**src/rtl/evel_pkg.sv**
```systemverilog
`timescale 1ns / 1ps
// Shared types and constants for the encoder velocity estimator.
// No dependencies; used by every module under rtl.
package evel_pkg;

   localparam int AngleBits     = 14;
   localparam int AngleFull     = 1 << AngleBits;
   localparam int AngleHalf     = 1 << (AngleBits - 1);
   localparam int VelFracBits   = 8;
   localparam int VelScale      = 1000 * (1 << VelFracBits);
   localparam int DividendBits  = 31;
   localparam int DivSteps      = DividendBits;
   localparam int AlphaBits     = 17;
   localparam int MulSteps      = AlphaBits;
   localparam int DiffBits      = 33;
   localparam int AccBits       = DiffBits + 2;
   localparam int CountBits     = 5;

   typedef logic        [AngleBits-1:0]    angle_type;
   typedef logic signed [AngleBits:0]      delta_type;
   typedef logic        [31:0]             time_type;
   typedef logic signed [31:0]             velocity_type;
   typedef logic        [AlphaBits-1:0]    alpha_type;
   typedef logic        [DividendBits-1:0] dividend_type;
   typedef logic signed [DiffBits-1:0]     diff_type;
   typedef logic        [CountBits-1:0]    count_type;

   localparam delta_type DeltaHalfPos = delta_type'(AngleHalf);
   localparam delta_type DeltaHalfNeg = delta_type'(-AngleHalf);
   localparam delta_type DeltaFull    = delta_type'(AngleFull);

   localparam alpha_type AlphaReset = alpha_type'(13107);
   localparam alpha_type AlphaOne   = alpha_type'(65536);

   localparam logic [2:0] AddrFilterAlpha = 3'd0;

endpackage

```
**src/rtl/evel_divider.sv**
```systemverilog
`timescale 1ns / 1ps
// Bit-serial restoring divider: one quotient bit per cycle.
// Depends on evel_pkg.
module evel_divider (
   input  logic                  clock,
   input  logic                  reset,
   input  logic                  start,
   input  evel_pkg::dividend_type dividend,
   input  evel_pkg::time_type    divisor,
   output logic                  done,
   output evel_pkg::dividend_type quotient
);

   logic                   busy_ff;
   logic                   done_ff;
   evel_pkg::count_type    count_ff;
   evel_pkg::time_type     rem_ff;
   evel_pkg::time_type     div_ff;
   evel_pkg::dividend_type quo_ff;

   logic [32:0]            trial;
   logic                   fits;
   logic [32:0]            rem_in;
   logic                   last_step;

   assign trial     = {rem_ff, quo_ff[evel_pkg::DividendBits-1]};
   assign fits      = (trial >= {1'b0, div_ff});
   assign rem_in    = fits ? (trial - {1'b0, div_ff}) : trial;
   assign last_step = (count_ff == evel_pkg::count_type'(evel_pkg::DivSteps - 1));

   always_ff @(posedge clock) begin
      if (reset) begin
         busy_ff  <= 1'b0;
         done_ff  <= 1'b0;
         count_ff <= '0;
      end else begin
         done_ff <= busy_ff && !start && last_step;
         if (start) begin
            busy_ff  <= 1'b1;
            count_ff <= '0;
            rem_ff   <= '0;
            div_ff   <= divisor;
            quo_ff   <= dividend;
         end else if (busy_ff) begin
            rem_ff   <= rem_in[31:0];
            quo_ff   <= {quo_ff[evel_pkg::DividendBits-2:0], fits};
            count_ff <= count_ff + 1'b1;
            if (last_step) begin
               busy_ff <= 1'b0;
            end
         end
      end
   end

   assign done     = done_ff;
   assign quotient = quo_ff;

endmodule

```
**src/rtl/evel_multiplier.sv**
```systemverilog
`timescale 1ns / 1ps
// Serial shift-add multiplier: floor(alpha * diff / 2^16), one alpha bit per cycle.
// Depends on evel_pkg.
module evel_multiplier (
   input  logic                   clock,
   input  logic                   reset,
   input  logic                   start,
   input  evel_pkg::alpha_type    alpha,
   input  evel_pkg::diff_type     diff,
   output logic                   done,
   output evel_pkg::velocity_type step
);

   logic                                busy_ff;
   logic                                done_ff;
   evel_pkg::count_type                 count_ff;
   evel_pkg::alpha_type                 alpha_ff;
   logic signed [evel_pkg::AccBits-1:0] diff_ff;
   logic signed [evel_pkg::AccBits-1:0] acc_ff;

   logic signed [evel_pkg::AccBits-1:0] addend;
   logic signed [evel_pkg::AccBits-1:0] sum;
   logic                                last_step;

   assign last_step = (count_ff == evel_pkg::count_type'(evel_pkg::MulSteps - 1));
   assign addend    = alpha_ff[0] ? diff_ff : '0;
   assign sum       = acc_ff + addend;

   always_ff @(posedge clock) begin
      if (reset) begin
         busy_ff  <= 1'b0;
         done_ff  <= 1'b0;
         count_ff <= '0;
      end else begin
         done_ff <= busy_ff && !start && last_step;
         if (start) begin
            busy_ff  <= 1'b1;
            count_ff <= '0;
            acc_ff   <= '0;
            alpha_ff <= alpha;
            diff_ff  <= {{(evel_pkg::AccBits - evel_pkg::DiffBits){diff[evel_pkg::DiffBits-1]}},
                         diff};
         end else if (busy_ff) begin
            alpha_ff <= alpha_ff >> 1;
            count_ff <= count_ff + 1'b1;
            if (last_step) begin
               acc_ff  <= sum;
               busy_ff <= 1'b0;
            end else begin
               acc_ff <= sum >>> 1;
            end
         end
      end
   end

   assign done = done_ff;
   assign step = acc_ff[31:0];

endmodule

```
**src/rtl/encoder_velocity_estimator_top.sv**
```systemverilog
`timescale 1ns / 1ps
// Encoder velocity estimator top: angle unpack, wrap, serial divide, serial filter.
// Each beat runs S_DIV then S_MUL, or goes straight to S_DONE when the timestamp is unchanged;
// a new beat is accepted only in S_IDLE, so throughput is set by the
// 31-step divider and 17-step multiplier.
// Reset (synchronous, active high) clears stored angle, time, velocity; alpha to 13107.
module encoder_velocity_estimator_top (
   input  logic        clock,
   input  logic        reset,
   input  logic        req_valid,
   output logic        req_ready,
   input  logic [15:0] req_raw_word,
   input  logic [31:0] req_time_ms,
   output logic        rsp_valid,
   input  logic        rsp_ready,
   output logic [13:0] rsp_angle_counts,
   output logic signed [31:0] rsp_velocity,
   output logic        rsp_velocity_updated,
   input  logic        psel,
   input  logic        penable,
   input  logic        pwrite,
   input  logic [2:0]  paddr,
   input  logic [31:0] pwdata,
   output logic [31:0] prdata,
   output logic        pready
);

   typedef enum logic [1:0] {S_IDLE, S_DIV, S_MUL, S_DONE} state_type;

   state_type              state_ff;
   evel_pkg::alpha_type    alpha_ff;
   evel_pkg::angle_type    last_angle_ff;
   evel_pkg::time_type     last_time_ff;
   evel_pkg::velocity_type fv_ff;
   evel_pkg::angle_type    angle_ff;
   evel_pkg::time_type     now_ff;
   logic                   neg_ff;
   logic                   updated_ff;
   logic                   rsp_valid_ff;
   evel_pkg::angle_type    rsp_angle_ff;
   evel_pkg::velocity_type rsp_velocity_ff;
   logic                   rsp_updated_ff;

   evel_pkg::angle_type    angle_w;
   evel_pkg::time_type     dt_w;
   evel_pkg::delta_type    delta_raw;
   evel_pkg::delta_type    delta_w;
   evel_pkg::delta_type    mag_w;
   evel_pkg::dividend_type num_w;
   logic                   neg_w;
   logic                   accept;
   logic                   csr_write;
   logic                   div_start;
   logic                   div_done;
   evel_pkg::dividend_type div_quotient;
   logic [evel_pkg::DiffBits-1:0] inst_w;
   evel_pkg::diff_type     diff_w;
   evel_pkg::alpha_type    alpha_sat;
   logic                   mul_done;
   evel_pkg::velocity_type mul_step;

   function automatic logic [evel_pkg::DiffBits-1:0] neg_w_sel(
      input logic                          neg,
      input logic [evel_pkg::DiffBits-1:0] val
   );
      neg_w_sel = neg ? (~val + 1'b1) : val;
   endfunction

   // Swap bytes, keep the angle bits.
   assign angle_w   = evel_pkg::angle_type'({req_raw_word[7:0], req_raw_word[15:8]});
   assign dt_w      = req_time_ms - last_time_ff;
   assign delta_raw = evel_pkg::delta_type'({1'b0, angle_w})
                    - evel_pkg::delta_type'({1'b0, last_angle_ff});

   always_comb begin
      delta_w = delta_raw;
      if (delta_raw > evel_pkg::DeltaHalfPos) begin
         delta_w = delta_raw - evel_pkg::DeltaFull;
      end else if (delta_raw < evel_pkg::DeltaHalfNeg) begin
         delta_w = delta_raw + evel_pkg::DeltaFull;
      end
   end

   assign neg_w = delta_w[evel_pkg::AngleBits];
   assign mag_w = neg_w ? -delta_w : delta_w;
   assign num_w = {{(evel_pkg::DividendBits - evel_pkg::AngleBits){1'b0}},
                   mag_w[evel_pkg::AngleBits-1:0]}
                * evel_pkg::dividend_type'(evel_pkg::VelScale);

   assign req_ready = (state_ff == S_IDLE);
   assign accept    = req_valid && req_ready;
   assign div_start = accept && (dt_w != '0);

   evel_divider u_divider (
      .clock    (clock),
      .reset    (reset),
      .start    (div_start),
      .dividend (num_w),
      .divisor  (dt_w),
      .done     (div_done),
      .quotient (div_quotient)
   );

   assign inst_w    = {2'b00, div_quotient};
   assign diff_w    = evel_pkg::diff_type'(neg_w_sel(neg_ff, inst_w))
                    - evel_pkg::diff_type'({fv_ff[31], fv_ff});
   assign alpha_sat = alpha_ff[evel_pkg::AlphaBits-1] ? evel_pkg::AlphaOne : alpha_ff;

   evel_multiplier u_multiplier (
      .clock (clock),
      .reset (reset),
      .start (div_done),
      .alpha (alpha_sat),
      .diff  (diff_w),
      .done  (mul_done),
      .step  (mul_step)
   );

   assign csr_write = psel && penable && pwrite && pready;
   assign pready    = 1'b1;
   assign prdata    = (paddr == evel_pkg::AddrFilterAlpha) ?
                      {{(32 - evel_pkg::AlphaBits){1'b0}}, alpha_ff} : '0;

   always_ff @(posedge clock) begin
      if (reset) begin
         state_ff      <= S_IDLE;
         alpha_ff      <= evel_pkg::AlphaReset;
         last_angle_ff <= '0;
         last_time_ff  <= '0;
         fv_ff         <= '0;
         rsp_valid_ff  <= 1'b0;
      end else begin
         if (csr_write && (paddr == evel_pkg::AddrFilterAlpha)) begin
            alpha_ff <= pwdata[evel_pkg::AlphaBits-1:0];
         end
         if (rsp_valid_ff && rsp_ready && (state_ff != S_DONE)) begin
            rsp_valid_ff <= 1'b0;
         end
         case (state_ff)
            S_IDLE: begin
               if (accept) begin
                  angle_ff <= angle_w;
                  now_ff   <= req_time_ms;
                  neg_ff   <= neg_w;
                  if (dt_w == '0) begin
                     updated_ff <= 1'b0;
                     state_ff   <= S_DONE;
                  end else begin
                     updated_ff <= 1'b1;
                     state_ff   <= S_DIV;
                  end
               end
            end
            S_DIV: begin
               if (div_done) begin
                  state_ff <= S_MUL;
               end
            end
            S_MUL: begin
               if (mul_done) begin
                  fv_ff         <= fv_ff + mul_step;
                  last_angle_ff <= angle_ff;
                  last_time_ff  <= now_ff;
                  state_ff      <= S_DONE;
               end
            end
            S_DONE: begin
               if (!rsp_valid_ff || rsp_ready) begin
                  rsp_valid_ff    <= 1'b1;
                  rsp_angle_ff    <= angle_ff;
                  rsp_velocity_ff <= fv_ff;
                  rsp_updated_ff  <= updated_ff;
                  state_ff        <= S_IDLE;
               end
            end
            default: begin
               state_ff <= S_IDLE;
            end
         endcase
      end
   end

   assign rsp_valid            = rsp_valid_ff;
   assign rsp_angle_counts     = rsp_angle_ff;
   assign rsp_velocity         = rsp_velocity_ff;
   assign rsp_velocity_updated = rsp_updated_ff;

`ifndef SYNTHESIS
   a_div_done_in_div: assert property (@(posedge clock) disable iff (reset)
      div_done |-> (state_ff == S_DIV))
      else $error("divider done outside divide phase");

   a_mul_done_in_mul: assert property (@(posedge clock) disable iff (reset)
      mul_done |-> (state_ff == S_MUL))
      else $error("multiplier done outside filter phase");

   a_accept_leaves_idle: assert property (@(posedge clock) disable iff (reset)
      accept |=> (state_ff != S_IDLE))
      else $error("accepted beat did not start work");

   a_state_commit: assert property (@(posedge clock) disable iff (reset)
      (!$stable(last_time_ff)) |-> ($past(mul_done) || $past(reset)))
      else $error("stored time changed outside commit");
`endif

endmodule
```
**config.mk**
```make
export PLATFORM = sky130hd
export DESIGN_NAME = encoder_velocity_estimator_top
export DESIGN_NICKNAME = d
export VERILOG_FILES = /design/src/rtl/evel_pkg.sv /design/src/rtl/evel_divider.sv /design/src/rtl/evel_multiplier.sv /design/src/rtl/encoder_velocity_estimator_top.sv
export SDC_FILE = /design/constraint.sdc
export NUM_CORES = 1
export LEC_CHECK = 0
export CAP_MARGIN = 0
export CORE_ASPECT_RATIO = 0.6
export CORE_MARGIN = 1.5
export CORE_UTILIZATION = 50
export DETAILED_ROUTE_END_ITERATION = 16
export DONT_BUFFER_PORTS = 1
export PLACE_DENSITY = 0.75
export SLEW_MARGIN = 20
export SYNTH_ARGS = -nofsm -noshare
export SYNTH_HDL_FRONTEND = slang
export SYNTH_SLANG_ARGS = --single-unit
```
**constraint.sdc**
```tcl
create_clock -name clock -period 15.3 [get_ports clock]
set_clock_uncertainty 0.15 [all_clocks]
set_input_delay 0.765 -clock clock [delete_from_list [all_inputs] [get_ports clock]]
set_output_delay 0.765 -clock clock [all_outputs]
set_load 0.05 [all_outputs]
```
==> impl_metrics.tcl, run 1 <==
set metrics [dict create \
    post-place-ws_ns 6.18 \
    insertion_delay_ns 0.59 \
    slowest_stage "mux2i_1" \
    dp_cells 3569 \
    pwr-share-seq_pct 25.8 \
    power_leakage_nw 11.6 \
    maxCapViolations 0 \
    end_kind "flip-flop" \
    intPower_mw 3.24 \
    cp_max_fo 8 \
    p_clk_share_pct 20.1 \
    via_count 21500 \
    netlist_area_um2 27300 \
    synth.avg_cell_area_um2 9.30 \
    portBuffers 0 \
    grt_pass1_wl_mm 108 \
    synth_cells 2934 \
    boundaryPins 172 \
    hpwl_mm 51.8 \
    hold_viol 0 \
    totalPowerFinal_mw 5.34 \
    crit_arrival_ns 8.96 \
    r2r-start "last_angle_ff[4]" \
    setup_tns_ns 0 \
    synthFlopType "edfxtp_1" \
    final_cells 3644 \
    relSlewSlack_pct 28.8 \
    synth-warning-count 0 \
    peakVddDrop_uv 312 \
    drt_first_iter_violations 2059 \
    antenna_found_initial 3 \
    drt_wl_total_mm 68.7 \
    drc_errors 0 \
    gp_congestion 0.947 \
    layout-drive-gt1-share_pct 5.32 \
    fin_crit_ns 8.79 \
    powerDensity_nw_per_um2 182 \
    cp.buffers_inverters 3 \
    tightest_slew_ns 1.07 \
    nNetsFinal 3261 \
    fillers 4700 \
    crit_end "u_divider.quotient[30]" \
    yosysUniqueCellTypes 92 \
    rr_worst_depth 29 \
    vias_per_cell 5.90 \
    timing.rr.end "u_divider.quotient[30]" \
    core_um2 54100 \
    cts-resized-gates 0 \
    track_usage_pct 24.0 \
    row_count 66 \
    rsz0062_at_grt "false" \
    critical_path.startpoint "last_angle_ff[4]" \
    ant_nets 0 \
    holdBufCountCts 0 \
    fmax_mhz 114 \
    synthArstFlopShare_pct 0 \
    max_stage_delay_ns 0.60 \
    die_x_um 305 \
    ys_ff_latch 387 \
    reg2reg_slack_ns 6.51 \
    clockRootBuffer "clkbuf_16" \
    grt-ovfl-total 0 \
    swShare_pct 39.3 \
    clk_pin_slew_ns 0.06 \
    fin_ws_ns 6.51 \
    firstDrtPassIters 7 \
    routedWlPerCell_um 18.8 \
    grt_pass1_vias 19900 \
    cts_setup_buffers 0 \
    grt_max_degree 109 \
    worstPathRequired_ns 15.46 \
    setup_viol 0 \
    hp-class "in -> reg" \
    synth_enable_flop_cells 275 \
    htreeDepth 2 \
    outcome "finished, final reports clean" \
    cts_num_sinks 387 \
    seq_area_frac_synth_pct 38.5 \
    drv_slew 0 \
    critical_path_class "reg -> reg" \
    cp-start-kind "flip-flop" \
    cts_tree "built" \
    worst-path-stages 29 \
    die_area_um2 56100 \
    finalCritPeriodShare_pct 57.5 \
    synth_area_leader_cell "edfxtp_1" \
    synth_area_leaders "edfxtp_1 30%, ha_1 10%, dfxtp_1 8.2%" \
    fp.dieH_um 184 \
    syn2layout_area_growth_pct 7.60 \
    initial_core_util_pct 50.5 \
    cts_buffers 41 \
    combPwrFrac_pct 54.1 \
    path_delay_family "compound AO/OA/AOI/OAI gates" \
    netSwitchingPower_mw 2.10 \
    num_antenna_cells 0 \
    clock_path_buffers 3 \
    synth_top_cell_area_share_pct 30.3 \
]
## cell usage in the layout (no fill, tap or decap), types with 7 or more instances in the layout
cell / instances
nand2b_1: 22
nand2_1: 310
conb_1: 16
o21ai_0: 116
and4_1: 7
edfxtp_1: 275
o41ai_1: 10
xnor2_1: 151
xor2_1: 58
mux2_4: 7
nand3b_1: 25
or4_1: 12
o21bai_1: 20
nor4_1: 14
nor2b_1: 25
o211ai_1: 16
a211oi_1: 31
mux2_2: 11
buf_4: 15
a31oi_1: 22
nor3_1: 61
nor2_1: 192
and3_1: 28
o2111ai_1: 15
dfxtp_1: 111
ha_1: 226
a21oi_1: 248
clkbuf_16: 46
nand4_1: 25
inv_1: 269
or2_2: 10
and2_1: 72
o31ai_1: 26
or3_1: 15
fa_1: 47
o21a_1: 35
nand3_1: 57
mux2i_1: 34
a21o_1: 95
## layer usage
metal	GRT usage [%]	part of all wire [%]	up-vias
met1	37.3	49	10300
li1	-	-	10300
met2	33.7	40	841
met3	4.68	9.7	83
met4	5.60	1.8	0
met5	0	0	-
## state kept, by name (all words and copies together), names as in the netlist, 2 cells and up
signal                 flops
alpha_ff                  17
angle_ff                  14
fv_ff                     32
last_angle_ff             14
last_time_ff              32
now_ff                    32
rsp_angle_counts          14
rsp_velocity              32
state_ff                   2
u_divider.count_ff         5
u_divider.div_ff          32
u_divider.quotient        31
u_divider.rem_ff          32
u_multiplier.acc_ff       35
u_multiplier.alpha_ff     17
u_multiplier.count_ff      5
u_multiplier.diff_ff      33
## worst min-delay path by stage
stage	start	endpoint	slack, ns	cells after the start
after floorplan	updated_ff	rsp_velocity_updated	0.25	0
after global placement	updated_ff	rsp_velocity_updated	0.26	0
after detailed placement	updated_ff	rsp_velocity_updated	0.28	0
after CTS	reset	rsp_valid	0.07	1
after global routing	reset	rsp_valid	0.08	1
final	reset	fv_ff[26]	0.12	1
## power groups by stage
stage | sequential, mW | clock (mW) | combinational [mW]
after floorplan | 1.38 | 0 | 2.34
after global placement | 1.39 | 0 | 2.77
after detailed placement | 1.40 | 0 | 2.86
after CTS | 1.38 | 1.09 | 2.88
after global routing | 1.39 | 1.14 | 3.25
final | 1.38 | 1.08 | 2.89
## area by class of cell
cell class | count | area (um^2) | area share [%]
Timing Repair Buffer | 15 | 113 | 0.383
Clock inverter | 20 | 231 | 0.788
Sequential cell | 387 | 10500 | 35.8
Multi-Input combinational cell | 2180 | 15400 | 52.4
Clock buffer | 55 | 1210 | 4.14
Tap cell | 714 | 893 | 3.04
Inverter | 273 | 1020 | 3.49
## logic make-up after synthesis
logic type | Yosys count | synth area share (%)
and+or+nand+nor | 908 | 16.2
muxes | 55 | 2.21
other | 2 | 0.0275
xor gates and xnor gates | 210 | 6.77
adders and majority gates | 273 | 13.8
buffers and inverters | 381 | 5.57
AOI/OAI and AO/OA | 718 | 17.0
DFF | 387 | 38.5
## synthesized netlist by cell type (all sizes together) (35+ instances only)
library cell / number
nand2: 312
edfxtp: 275
inv: 270
a21oi: 252
ha: 226
nor2: 196
xnor2: 151
o21ai: 118
dfxtp: 112
a21o: 95
and2: 75
clkbuf: 64
nor3: 62
xor2: 59
nand3: 57
fa: 47
buf: 44
o21a: 35
## stage by stage
stage	util, %	hold WS [ns]	cell area [um^2]
after floorplan	-	0.250	27400
after global placement	51.6	0.255	27900
after detailed placement	51.6	0.275	27900
after CTS	54.3	0.0735	29400
after global routing	54.3	0.0835	29400
final	54.3	0.118	29400
(Power assumes the default switching activity.)
==> run 2, diff against run 1 <==
Settings changed: PLACE_DENSITY 0.75 to 0.78.
Clock period 15.3 ns to 7.12 ns, I/O delays scaled along.
==> impl_metrics.tcl, run 2 (synthesis gave the netlist of run 1 again) <==
set metrics [dict create \
    critical_path.startpoint "last_angle_ff[0]" \
    pwr-share-seq_pct 22.6 \
    row_count 66 \
    syn2layout_area_growth_pct 14.2 \
    core_um2 54100 \
    die_x_um 305 \
    fmax_mhz 138 \
    via_count 21900 \
    die_area_um2 56100 \
    largest_register_ffs 35 \
    gp_congestion 0.921 \
    power_leakage_nw 12.4 \
    violations "setup timing" \
    fin_util_pct 57.6 \
    routedWlPerCell_um 17.5 \
    hold_start "req_time_ms[0]" \
    grt-ovfl-total 0 \
    fp.dieH_um 184 \
    cp_max_fo 4 \
    clk_pin_slew_ns 0.07 \
    relSlewSlack_pct 34.1 \
    maxCapViolations 0 \
    clockRootBuffer "clkbuf_16" \
    fin_crit_ns 7.24 \
    outcome "finished with violations" \
    whs_ns 0.0546 \
    clock_path_buffers 3 \
    boundaryPins 172 \
    placed_cell_area_um2 28500 \
    drv_slew 0 \
    hpwl_mm 47.1 \
    max_stage_delay_ns 0.54 \
    combPwrFrac_pct 60.6 \
    powerDensity_nw_per_um2 421 \
    swShare_pct 39.0 \
    grt_max_degree 103 \
    cts_buffers 41 \
    insertion_delay_ns 0.59 \
    grt_pass1_wl_mm 105 \
    totalPowerFinal_mw 13.1 \
    cts_tree "built" \
    peakVddDrop_uv 965 \
    grt_pass1_vias 19600 \
    firstDrtPassIters 6 \
    hp-class "in -> reg" \
    final_common_cell "nand2_1" \
    rsz0062_at_grt "true" \
    worstPathRequired_ns 7.30 \
    critical_path_class "reg -> reg" \
    fin_ws_ns -0.121 \
    track_usage_pct 22.8 \
    final_cell_mix "307 x nand2_1, 275 x edfxtp_1, 263 x inv_1" \
    p_clk_share_pct 16.8 \
    slowest_stage "fa_1" \
    cp-start-kind "flip-flop" \
    vias_per_cell 5.76 \
    tightest_slew_ns 0.989 \
    nNetsFinal 3415 \
    drc_errors 0 \
    drt_wl_total_mm 66.4 \
    cts_num_sinks 387 \
    htreeDepth 2 \
    hold_viol 0 \
    largestRegisters "u_multiplier.acc_ff: 35 flops, u_multiplier.diff_ff: 33 flops" \
    antenna_found_initial 0 \
    regMostFlops "u_multiplier.acc_ff" \
    setup_viol 2 \
    crit_path_frequent_cell "fa_1" \
    postLayoutCellArea_um2 31200 \
    crit_arrival_ns 7.42 \
    end_kind "flip-flop" \
    netSwitchingPower_mw 5.11 \
    ant_nets 0 \
    initial_core_util_pct 50.5 \
    drt_first_iter_violations 2134 \
    post-place-ws_ns -0.406 \
    r2r-start "last_angle_ff[0]" \
    portBuffers 0 \
    layout-drive-gt1-share_pct 10.3 \
    finalCritPeriodShare_pct 102 \
    num_antenna_cells 0 \
    intPower_mw 8.01 \
]
[run 2: power groups by stage]
stage	sequential [mW]	clock, mW	combinational [mW]
CTS	2.96	2.25	6.94
finish	2.96	2.20	7.96
global route	2.98	2.34	8.79
floorplan	2.96	0	5.07
global placement	3.00	0	6.59
detailed placement	3.00	0	6.77
[run 2: per-stage QoR]
stage / TNS, ns / cells
after global routing: -1.44 / 3798
final: -0.216 / 3798
after detailed placement: -1.37 / 3640
after CTS: 0 / 3785
after floorplan: 0 / 2948
after global placement: -0.927 / 3640
[run 2: what timing repair did]
item,4_1_cts,5_1_grt
setup buffers,4,12
pin swaps,14,54
endpoints found under the setup margin,6,8
hold buffers,66,0
endpoints found under the hold margin,174,0
resized for setup,14,76
[run 2: worst max-delay path: cells and delay by family (launching register included)]
family	cells	cell delay, ns
AOI/OAI and AO/OA	11	2.19
xor gates and xnor gates	3	0.55
adders and majority gates	7	2.53
buffers and inverters	5	0.58
DFF	1	0.34
muxes	1	0.25
and+or+nand+nor	4	0.40
[run 2: worst paths after layout]
check | to | slack [ns] | depth (start not counted)
worst max-delay path | u_divider.quotient[30] | -0.12 | 31
worst min-delay path | u_divider.div_ff[0] | 0.05 | 3
worst max register to register | u_divider.quotient[30] | -0.12 | 31
worst min register to register | rsp_angle_counts[11] | 0.30 | 0
[run 2: layout make-up]
type / count / area [um^2]
fill: 4463 / 22900
tap: 714 / 893
timing repair buffer: 169 / 1490
clock buffer: 53 / 1210
clock inverter: 22 / 175
multi-input combinational: 2180 / 15900
sequential: 387 / 10500
inverter: 273 / 1030
[run 2: metal layers]
metal,wire length [um],GRT usage [%],vias up
li1,-,-,10700
met1,32600,35.1,10300
met2,27400,32.9,779
met3,5000,3.80,79
met4,1340,5.62,0
met5,0,0,-
